## config.mk

```make
export PLATFORM = sky130hd
export DESIGN_NAME = sha256_block_hasher_top
export DESIGN_NICKNAME = d
export VERILOG_FILES = /design/src/rtl/sbh_pkg.sv /design/src/rtl/sha256_block_hasher_top.sv /design/src/rtl/sbh_seq.sv /design/src/rtl/sbh_sched.sv /design/src/rtl/sbh_round.sv
export SDC_FILE = /design/constraint.sdc
export NUM_CORES = 2
export LEC_CHECK = 0
export ABC_AREA = 0
export BUFFER_PORTS_ARGS = -buffer_cell sky130_fd_sc_hd__buf_4
export CAP_MARGIN = 20
export CELL_PAD_IN_SITES_DETAIL_PLACEMENT = 1
export CELL_PAD_IN_SITES_GLOBAL_PLACEMENT = 1
export CORE_MARGIN = 2
export CORE_UTILIZATION = 42
export DETAILED_ROUTE_END_ITERATION = 16
export GPL_ROUTABILITY_DRIVEN = 0
export PLACE_DENSITY = 0.66
export REMOVE_ABC_BUFFERS = 1
export SYNTH_ARGS = -nofsm -noshare
export SYNTH_HDL_FRONTEND = slang
export SYNTH_SLANG_ARGS = --single-unit
```

## constraint.sdc

```tcl
create_clock -name clk -period 29.3 [get_ports clk]
set_input_delay 5.86 -clock clk [delete_from_list [all_inputs] [get_ports clk]]
set_output_delay 5.86 -clock clk [all_outputs]
set_load 0.05 [all_outputs]
```

## src/rtl/sbh_pkg.sv

```systemverilog
`timescale 1ns / 1ps
// ----------------------------------------------------------------------------
// sbh_pkg: shared types, constants and functions of the SHA-256 block hasher
// Holds the channel payloads, the sequencer control bundle, the round
// constants, the initial hash value and the sigma functions.
// ----------------------------------------------------------------------------
package sbh_pkg;

	typedef logic [31:0] word_t;
	typedef logic [7:0][31:0] hash_t;

	typedef struct packed {
		logic [31:0] message_word;
		logic        message_end;
	} msg_t;

	typedef struct packed {
		logic [31:0] digest_word;
		logic [2:0]  digest_index;
		logic        digest_last;
	} digest_t;

	// Control bundle from the sequencer to the datapath.
	typedef struct packed {
		logic       ready;
		logic       word_shift;
		logic       vars_load;
		logic       round_step;
		logic       chain_add;
		logic       chain_reset;
		logic       out_valid;
		logic [5:0] round_idx;
		logic [2:0] digest_idx;
	} ctrl_t;

	localparam logic [2:0] DIGEST_LAST_IDX = 3'd7;

	localparam word_t ROUND_K [64] = '{
		32'h428a2f98, 32'h71374491, 32'hb5c0fbcf, 32'he9b5dba5,
		32'h3956c25b, 32'h59f111f1, 32'h923f82a4, 32'hab1c5ed5,
		32'hd807aa98, 32'h12835b01, 32'h243185be, 32'h550c7dc3,
		32'h72be5d74, 32'h80deb1fe, 32'h9bdc06a7, 32'hc19bf174,
		32'he49b69c1, 32'hefbe4786, 32'h0fc19dc6, 32'h240ca1cc,
		32'h2de92c6f, 32'h4a7484aa, 32'h5cb0a9dc, 32'h76f988da,
		32'h983e5152, 32'ha831c66d, 32'hb00327c8, 32'hbf597fc7,
		32'hc6e00bf3, 32'hd5a79147, 32'h06ca6351, 32'h14292967,
		32'h27b70a85, 32'h2e1b2138, 32'h4d2c6dfc, 32'h53380d13,
		32'h650a7354, 32'h766a0abb, 32'h81c2c92e, 32'h92722c85,
		32'ha2bfe8a1, 32'ha81a664b, 32'hc24b8b70, 32'hc76c51a3,
		32'hd192e819, 32'hd6990624, 32'hf40e3585, 32'h106aa070,
		32'h19a4c116, 32'h1e376c08, 32'h2748774c, 32'h34b0bcb5,
		32'h391c0cb3, 32'h4ed8aa4a, 32'h5b9cca4f, 32'h682e6ff3,
		32'h748f82ee, 32'h78a5636f, 32'h84c87814, 32'h8cc70208,
		32'h90befffa, 32'ha4506ceb, 32'hbef9a3f7, 32'hc67178f2
	};

	// Word 0 sits in the low slot.
	localparam hash_t H_INIT = {
		32'h5be0cd19, 32'h1f83d9ab, 32'h9b05688c, 32'h510e527f,
		32'ha54ff53a, 32'h3c6ef372, 32'hbb67ae85, 32'h6a09e667
	};

	function automatic word_t bsig0(input word_t v);
		return {v[1:0], v[31:2]} ^ {v[12:0], v[31:13]} ^ {v[21:0], v[31:22]};
	endfunction

	function automatic word_t bsig1(input word_t v);
		return {v[5:0], v[31:6]} ^ {v[10:0], v[31:11]} ^ {v[24:0], v[31:25]};
	endfunction

	function automatic word_t ssig0(input word_t v);
		return {v[6:0], v[31:7]} ^ {v[17:0], v[31:18]} ^ {3'b000, v[31:3]};
	endfunction

	function automatic word_t ssig1(input word_t v);
		return {v[16:0], v[31:17]} ^ {v[18:0], v[31:19]} ^ {10'b0, v[31:10]};
	endfunction

endpackage

```

## src/rtl/sha256_block_hasher_top.sv

```systemverilog
`timescale 1ns / 1ps
// ----------------------------------------------------------------------------
// sha256_block_hasher_top: SHA-256 compression over a padded word stream
// Takes sixteen 32-bit words per 512-bit block, runs the 64 rounds on one
// shared round unit and, on a block carrying the end mark, hands out the
// eight digest words before returning to the initial hash value.
// ----------------------------------------------------------------------------
//
//   Channel   Direction   Payload     Handshake
//   msg       into        msg_t       msg_valid / msg_stall
//   dig       out of      digest_t    dig_valid / dig_stall
//
// Message words are taken while msg_stall is low. The sixteenth word of a
// block starts the 64 rounds on the single round unit, then the ADD state
// folds the working variables into the chaining hash. A final block adds
// eight digest transfers, one per cycle unless dig_stall holds them.
// msg_stall is high from the sixteenth word until the block, and its digest
// if any, is finished.
// Reset loads the initial hash value and clears the sequencer.
//
module sha256_block_hasher_top (
	input  logic              clk,
	input  logic              arst_n,
	input  logic              msg_valid,
	output logic              msg_stall,
	input  sbh_pkg::msg_t     msg,
	output logic              dig_valid,
	input  logic              dig_stall,
	output sbh_pkg::digest_t  digest
);
	import sbh_pkg::*;

	ctrl_t ctrl;
	hash_t chain_q;
	hash_t vars;
	word_t w_cur;

	// The sequencer decides when words shift in, when rounds run and when the
	// digest is handed out.
	sbh_seq u_seq (
		.clk         (clk),
		.arst_n      (arst_n),
		.msg_valid   (msg_valid),
		.message_end (msg.message_end),
		.dig_stall   (dig_stall),
		.ctrl        (ctrl)
	);

	// Schedule window: loads the block, then expands it in place round by round.
	sbh_sched u_sched (
		.clk          (clk),
		.ctrl         (ctrl),
		.message_word (msg.message_word),
		.w_cur        (w_cur)
	);

	// The one round unit, reused for all 64 rounds of a block.
	sbh_round u_round (
		.clk    (clk),
		.arst_n (arst_n),
		.ctrl   (ctrl),
		.chain  (chain_q),
		.w_cur  (w_cur),
		.vars   (vars)
	);

	// The chaining hash takes the round result after the last round, and goes
	// back to the initial value once the final digest word has been transferred.
	always_ff @(posedge clk or negedge arst_n) begin
		if (!arst_n) begin
			chain_q <= H_INIT;
		end else if (ctrl.chain_reset) begin
			chain_q <= H_INIT;
		end else if (ctrl.chain_add) begin
			for (int j = 0; j < 8; j++) begin
				chain_q[j] <= chain_q[j] + vars[j];
			end
		end
	end

	// The digest words are read straight from the chain registers, which do not
	// change while a transfer is stalled.
	assign msg_stall           = !ctrl.ready;
	assign dig_valid           = ctrl.out_valid;
	assign digest.digest_word  = chain_q[ctrl.digest_idx];
	assign digest.digest_index = ctrl.digest_idx;
	assign digest.digest_last  = (ctrl.digest_idx == DIGEST_LAST_IDX);

endmodule

```

## src/rtl/sbh_seq.sv

```systemverilog
`timescale 1ns / 1ps
// ----------------------------------------------------------------------------
// sbh_seq: block sequencer
// Counts message words, steps the shared round unit through 64 rounds,
// folds the result into the chain and walks the eight digest transfers.
// ----------------------------------------------------------------------------
module sbh_seq (
	input  logic          clk,
	input  logic          arst_n,
	input  logic          msg_valid,
	input  logic          message_end,
	input  logic          dig_stall,
	output sbh_pkg::ctrl_t ctrl
);
	import sbh_pkg::*;

	localparam logic [1:0] ST_LOAD  = 2'd0;
	localparam logic [1:0] ST_ROUND = 2'd1;
	localparam logic [1:0] ST_ADD   = 2'd2;
	localparam logic [1:0] ST_OUT   = 2'd3;

	logic [1:0] state_q;
	logic [3:0] pos_q;
	logic [5:0] rnd_q;
	logic [2:0] dig_q;
	logic       end_q;
	logic       accept;
	logic       dig_done;

	assign accept   = (state_q == ST_LOAD) && msg_valid;
	assign dig_done = (state_q == ST_OUT) && !dig_stall;

	always_comb begin
		ctrl             = '0;
		ctrl.ready       = (state_q == ST_LOAD);
		ctrl.word_shift  = accept;
		ctrl.vars_load   = accept && (pos_q == 4'd15);
		ctrl.round_step  = (state_q == ST_ROUND);
		ctrl.chain_add   = (state_q == ST_ADD);
		ctrl.out_valid   = (state_q == ST_OUT);
		ctrl.chain_reset = dig_done && (dig_q == DIGEST_LAST_IDX);
		ctrl.round_idx   = rnd_q;
		ctrl.digest_idx  = dig_q;
	end

	always_ff @(posedge clk or negedge arst_n) begin
		if (!arst_n) begin
			state_q <= ST_LOAD;
			pos_q   <= '0;
			rnd_q   <= '0;
			dig_q   <= '0;
			end_q   <= 1'b0;
		end else begin
			case (state_q)
				ST_LOAD: begin
					if (accept) begin
						pos_q <= pos_q + 4'd1;
						if (message_end) begin
							end_q <= 1'b1;
						end
						if (pos_q == 4'd15) begin
							rnd_q   <= '0;
							state_q <= ST_ROUND;
						end
					end
				end
				ST_ROUND: begin
					rnd_q <= rnd_q + 6'd1;
					if (rnd_q == 6'd63) begin
						state_q <= ST_ADD;
					end
				end
				ST_ADD: begin
					dig_q   <= '0;
					state_q <= end_q ? ST_OUT : ST_LOAD;
				end
				ST_OUT: begin
					if (dig_done) begin
						dig_q <= dig_q + 3'd1;
						if (dig_q == DIGEST_LAST_IDX) begin
							end_q   <= 1'b0;
							state_q <= ST_LOAD;
						end
					end
				end
				default: begin
					state_q <= ST_LOAD;
				end
			endcase
		end
	end

endmodule

```

## src/rtl/sbh_sched.sv

```systemverilog
`timescale 1ns / 1ps
// ----------------------------------------------------------------------------
// sbh_sched: message schedule window
// Sixteen-word shift line. Message words shift in during loading; each
// round shifts the next expanded word in and presents the current one.
// ----------------------------------------------------------------------------
module sbh_sched (
	input  logic           clk,
	input  sbh_pkg::ctrl_t ctrl,
	input  sbh_pkg::word_t message_word,
	output sbh_pkg::word_t w_cur
);
	import sbh_pkg::*;

	word_t win_q [16];
	word_t w_next;

	// Slot j holds W[r+j] during round r.
	assign w_next = ssig1(win_q[14]) + win_q[9] + ssig0(win_q[1]) + win_q[0];
	assign w_cur  = win_q[0];

	always_ff @(posedge clk) begin
		if (ctrl.word_shift || ctrl.round_step) begin
			for (int j = 0; j < 15; j++) begin
				win_q[j] <= win_q[j + 1];
			end
			win_q[15] <= ctrl.word_shift ? message_word : w_next;
		end
	end

endmodule

```

## src/rtl/sbh_round.sv

```systemverilog
`timescale 1ns / 1ps
// ----------------------------------------------------------------------------
// sbh_round: shared compression round unit
// Holds the working variables a to h and applies one SHA-256 round per
// step, loading them from the chaining hash at the start of a block.
// ----------------------------------------------------------------------------
module sbh_round (
	input  logic           clk,
	input  logic           arst_n,
	input  sbh_pkg::ctrl_t ctrl,
	input  sbh_pkg::hash_t chain,
	input  sbh_pkg::word_t w_cur,
	output sbh_pkg::hash_t vars
);
	import sbh_pkg::*;

	hash_t v_q;
	word_t t1;
	word_t t2;
	word_t ch;
	word_t maj;

	assign ch   = (v_q[4] & v_q[5]) ^ (~v_q[4] & v_q[6]);
	assign maj  = (v_q[0] & v_q[1]) ^ (v_q[0] & v_q[2]) ^ (v_q[1] & v_q[2]);
	assign t1   = v_q[7] + bsig1(v_q[4]) + ch + ROUND_K[ctrl.round_idx] + w_cur;
	assign t2   = bsig0(v_q[0]) + maj;
	assign vars = v_q;

	always_ff @(posedge clk or negedge arst_n) begin
		if (!arst_n) begin
			v_q <= '0;
		end else if (ctrl.vars_load) begin
			v_q <= chain;
		end else if (ctrl.round_step) begin
			v_q[7] <= v_q[6];
			v_q[6] <= v_q[5];
			v_q[5] <= v_q[4];
			v_q[4] <= v_q[3] + t1;
			v_q[3] <= v_q[2];
			v_q[2] <= v_q[1];
			v_q[1] <= v_q[0];
			v_q[0] <= t1 + t2;
		end
	end

endmodule

```

==> flow_summary_export.csv <==
group,metric,value,unit
global_routing,grt_max_degree,178,
timing,finalMaxSlewViolations,0,
cells_and_area,share_of_post_route_cells_with_drive_strength_above_1,0.102,
cells_and_area,areaGrowthSynthToFinish,10.1,%
clocking,clk_transition_reported_paths,70,ps
setup_path,timing.critical_path.arrival,11500,ps
clocking,cts_buffers,120,
cells_and_area,final_common_cell,"nand2_1",
cells_and_area,n_fill_cell,16900,
global_routing,grt.total_usage,0.283,
timing,fmax,0.0922,GHz
floorplan,fp.dieW,399,um
yosys,ys_seq_area_frac,0.439,
setup_path,critical_path.max_stage_delay,920,ps
timing,portion_of_the_clock_cycle_consumed_by_the_worst_path_in_the_final_layout,0.370,
floorplan,floorplan.initialDensity,0.424,
route,drc,0,
timing,tightestPinTransition,1190,ps
yosys,number_of_synthesized_flops_with_an_enable_pin,512,
yosys,postSynthCellCount,6278,
timing,fin_tns_setup,0,ps
cells_and_area,net_count_of_the_finished_layout,6845,
cells_and_area,final-instance-count-excl-fill,8370,
yosys,synth.distinct_cells,94,
clocking,cts.htree.levels,3,
route,drt-pass1-iter-count,5,
yosys,synthesis.area_per_instance,10.4,um^2
route,routed_wirelength,225000,um
floorplan,fp.dieH,399,um
cells_and_area,seqCellArea,28800,um^2
clocking,cts_root_buffer,"clkbuf_16",
floorplan,ios,75,
run,maxCapViolCount,0,
route,drt-initial-drc-count,4123,
floorplan,core_area,155000,um^2
setup_path,cp_slowest_cell,"ha_1",
timing,fin_skew,103,ps
placement,hpwl,166000,um
placement,dpl.cell_count,8142,
cells_and_area,multi_input_comb_area,34600,um^2
timing,rsz_0062_raised_after_global_routing,"false",
clocking,cts.hold.buffers_added,0,
setup_path,crit_top_cell,"fa_1",
placement,place_worst_setup_slack,18740,ps
yosys,postSynth.asyncResetShare,0.508,
floorplan,rows,144,
clocking,cts.repair_timing.setup_buffer_count,0,
floorplan,die_area,159000,um^2
clocking,insertion_delay,820,ps
placement,io_buffers,74,
timing,timing.final.crit_period,10840,ps
yosys,postSynth.topFlopCell,"edfxtp_1",
clocking,post_cts_resize_count,0,
route,avgRoutedWirePerCell,26.9,um
route,count_of_nets_left_with_antenna_violations_after_detail_routing,0,
clocking,cts_sinks,1040,
global_routing,grt_pass1_wl,339000,um
route,avgViaCountPerCell,6.02,
timing,smallest_setup_slack_after_layout,18460,ps
route,via_count,50400,
yosys,yosysWarnings,0,
yosys,flops_latches_synth,1040,
setup_path,worstSetupPathType,"register to register",
setup_path,crit_path_max_fanout,26,
setup_path,critical_path_required,29950,ps
worst_hold_path,worst_hold_check_path_type,"register to register",
setup_path,startpoint_type,"register",
timing,final-setup-viol-count,0,
yosys,post_synth_instance_area,65500,um^2
clocking,tritoncts_clock_tree,"yes",
timing,number_of_failing_hold_endpoints_at_the_final_stage,0,
clocking,number_of_buffers_on_the_longest_clock_path,3,
cells_and_area,layout.cells.most_common_list,"788 x nand2_1, 512 x edfxtp_1, 416 x o21ai_0",
global_routing,antenna_found_initial,2,
global_routing,global_route.overflow_total,0,
setup_path,category_of_the_worst_setup_path_capture_point,"register",
global_routing,via_count_of_the_first_global_routing_pass,52300,
outcome,status,"completed",
timing,timing.slew.headroom,0.204,
[registers in the layout (all words and copies together) (netlist names)]
register and cells:
u_sched.win_q 512, chain_q 256, u_seq.end_q 1, u_seq.state_q 2
u_seq.dig_q 3, u_seq.rnd_q 6, u_round.vars 256, u_seq.pos_q 4
[Yosys cell counts, types with 56 or more instances]
master	instances	share of area
xnor2_1	375	0.050
o21ai_0	416	0.032
inv_1	247	0.014
fa_1	195	0.060
a22oi_1	251	0.029
nor2_1	313	0.018
nand2b_1	66	0.0063
nand3_1	98	0.0075
xor2_1	184	0.025
o21a_1	58	0.0066
mux4_2	74	0.025
ha_1	393	0.075
dfrtp_1	392	0.15
a21oi_1	415	0.032
nor3_1	101	0.0077
a211oi_1	56	0.0064
nand2_1	792	0.045
a21o_1	158	0.018
edfxtp_1	512	0.23
clkbuf_1	268	0.015
dfstp_2	136	0.055
[path summary, 6_finish.rpt]
kind                                 startpoint              endpoint  slack (ps)  depth (start not counted)
max                              u_seq.rnd_q[1]      u_round.vars[31]       18460                         36
min                        u_sched.win_q[5][16]  u_sched.win_q[4][16]         410                          0
max reg2reg                      u_seq.rnd_q[1]      u_round.vars[31]       18460                         36
min reg2reg                u_sched.win_q[5][16]  u_sched.win_q[4][16]         410                          0
max in group asynchronous                arst_n     u_round.vars[219]       22070                          3
min in group asynchronous                arst_n           chain_q[67]        5040                          1
[logic make-up after synthesis]
family / Yosys count / synth area share
simple gates: 1594 / 0.107
flops: 1040 / 0.439
mux: 118 / 0.0328
fa+ha+maj: 610 / 0.138
buf+inv: 578 / 0.0338
compound gates: 1778 / 0.175
xor+xnor: 560 / 0.0750
[metrics by stage]
stage / hold slack, ps / util / area, um^2
global route: 420 / 0.467 / 72200
CTS: 412 / 0.467 / 72200
finish: 414 / 0.467 / 72200
detailed placement: 405 / 0.440 / 68100
global placement: 400 / 0.440 / 68100
floorplan: 400 / - / 64300
[cell type report]
type / instances / area share
Sequential cell: 1040 / 0.399
Inverter: 249 / 0.0130
Clock inverter: 75 / 0.0114
Timing Repair Buffer: 149 / 0.0161
Tap cell: 2044 / 0.0354
Clock buffer: 152 / 0.0451
Antenna cell: 1 / 0.0000347
Multi-Input combinational cell: 4660 / 0.480
[worst max-delay path, delay by kind of cell (launching register included)]
family                     cells  cell delay (ps)
buffers and inverters          4              750
DFF                            1              330
AOI/OAI and AO/OA             18             4470
and+or+nand+nor                5             1000
adders and majority gates      7             3560
xor gates and xnor gates       2              550
[metal layers]
metal | part of all wire | global-route usage | up-vias
met5 | 0 | 0 | -
met4 | 0.042 | 0.107 | 0
met3 | 0.046 | 0.0334 | 391
met2 | 0.48 | 0.470 | 1355
met1 | 0.43 | 0.378 | 26100
li1 | - | - | 22600
Power is left out: the tool's default activity adds up to more than one toggle a clock period on the data nets, which glitch-free logic cannot reach.
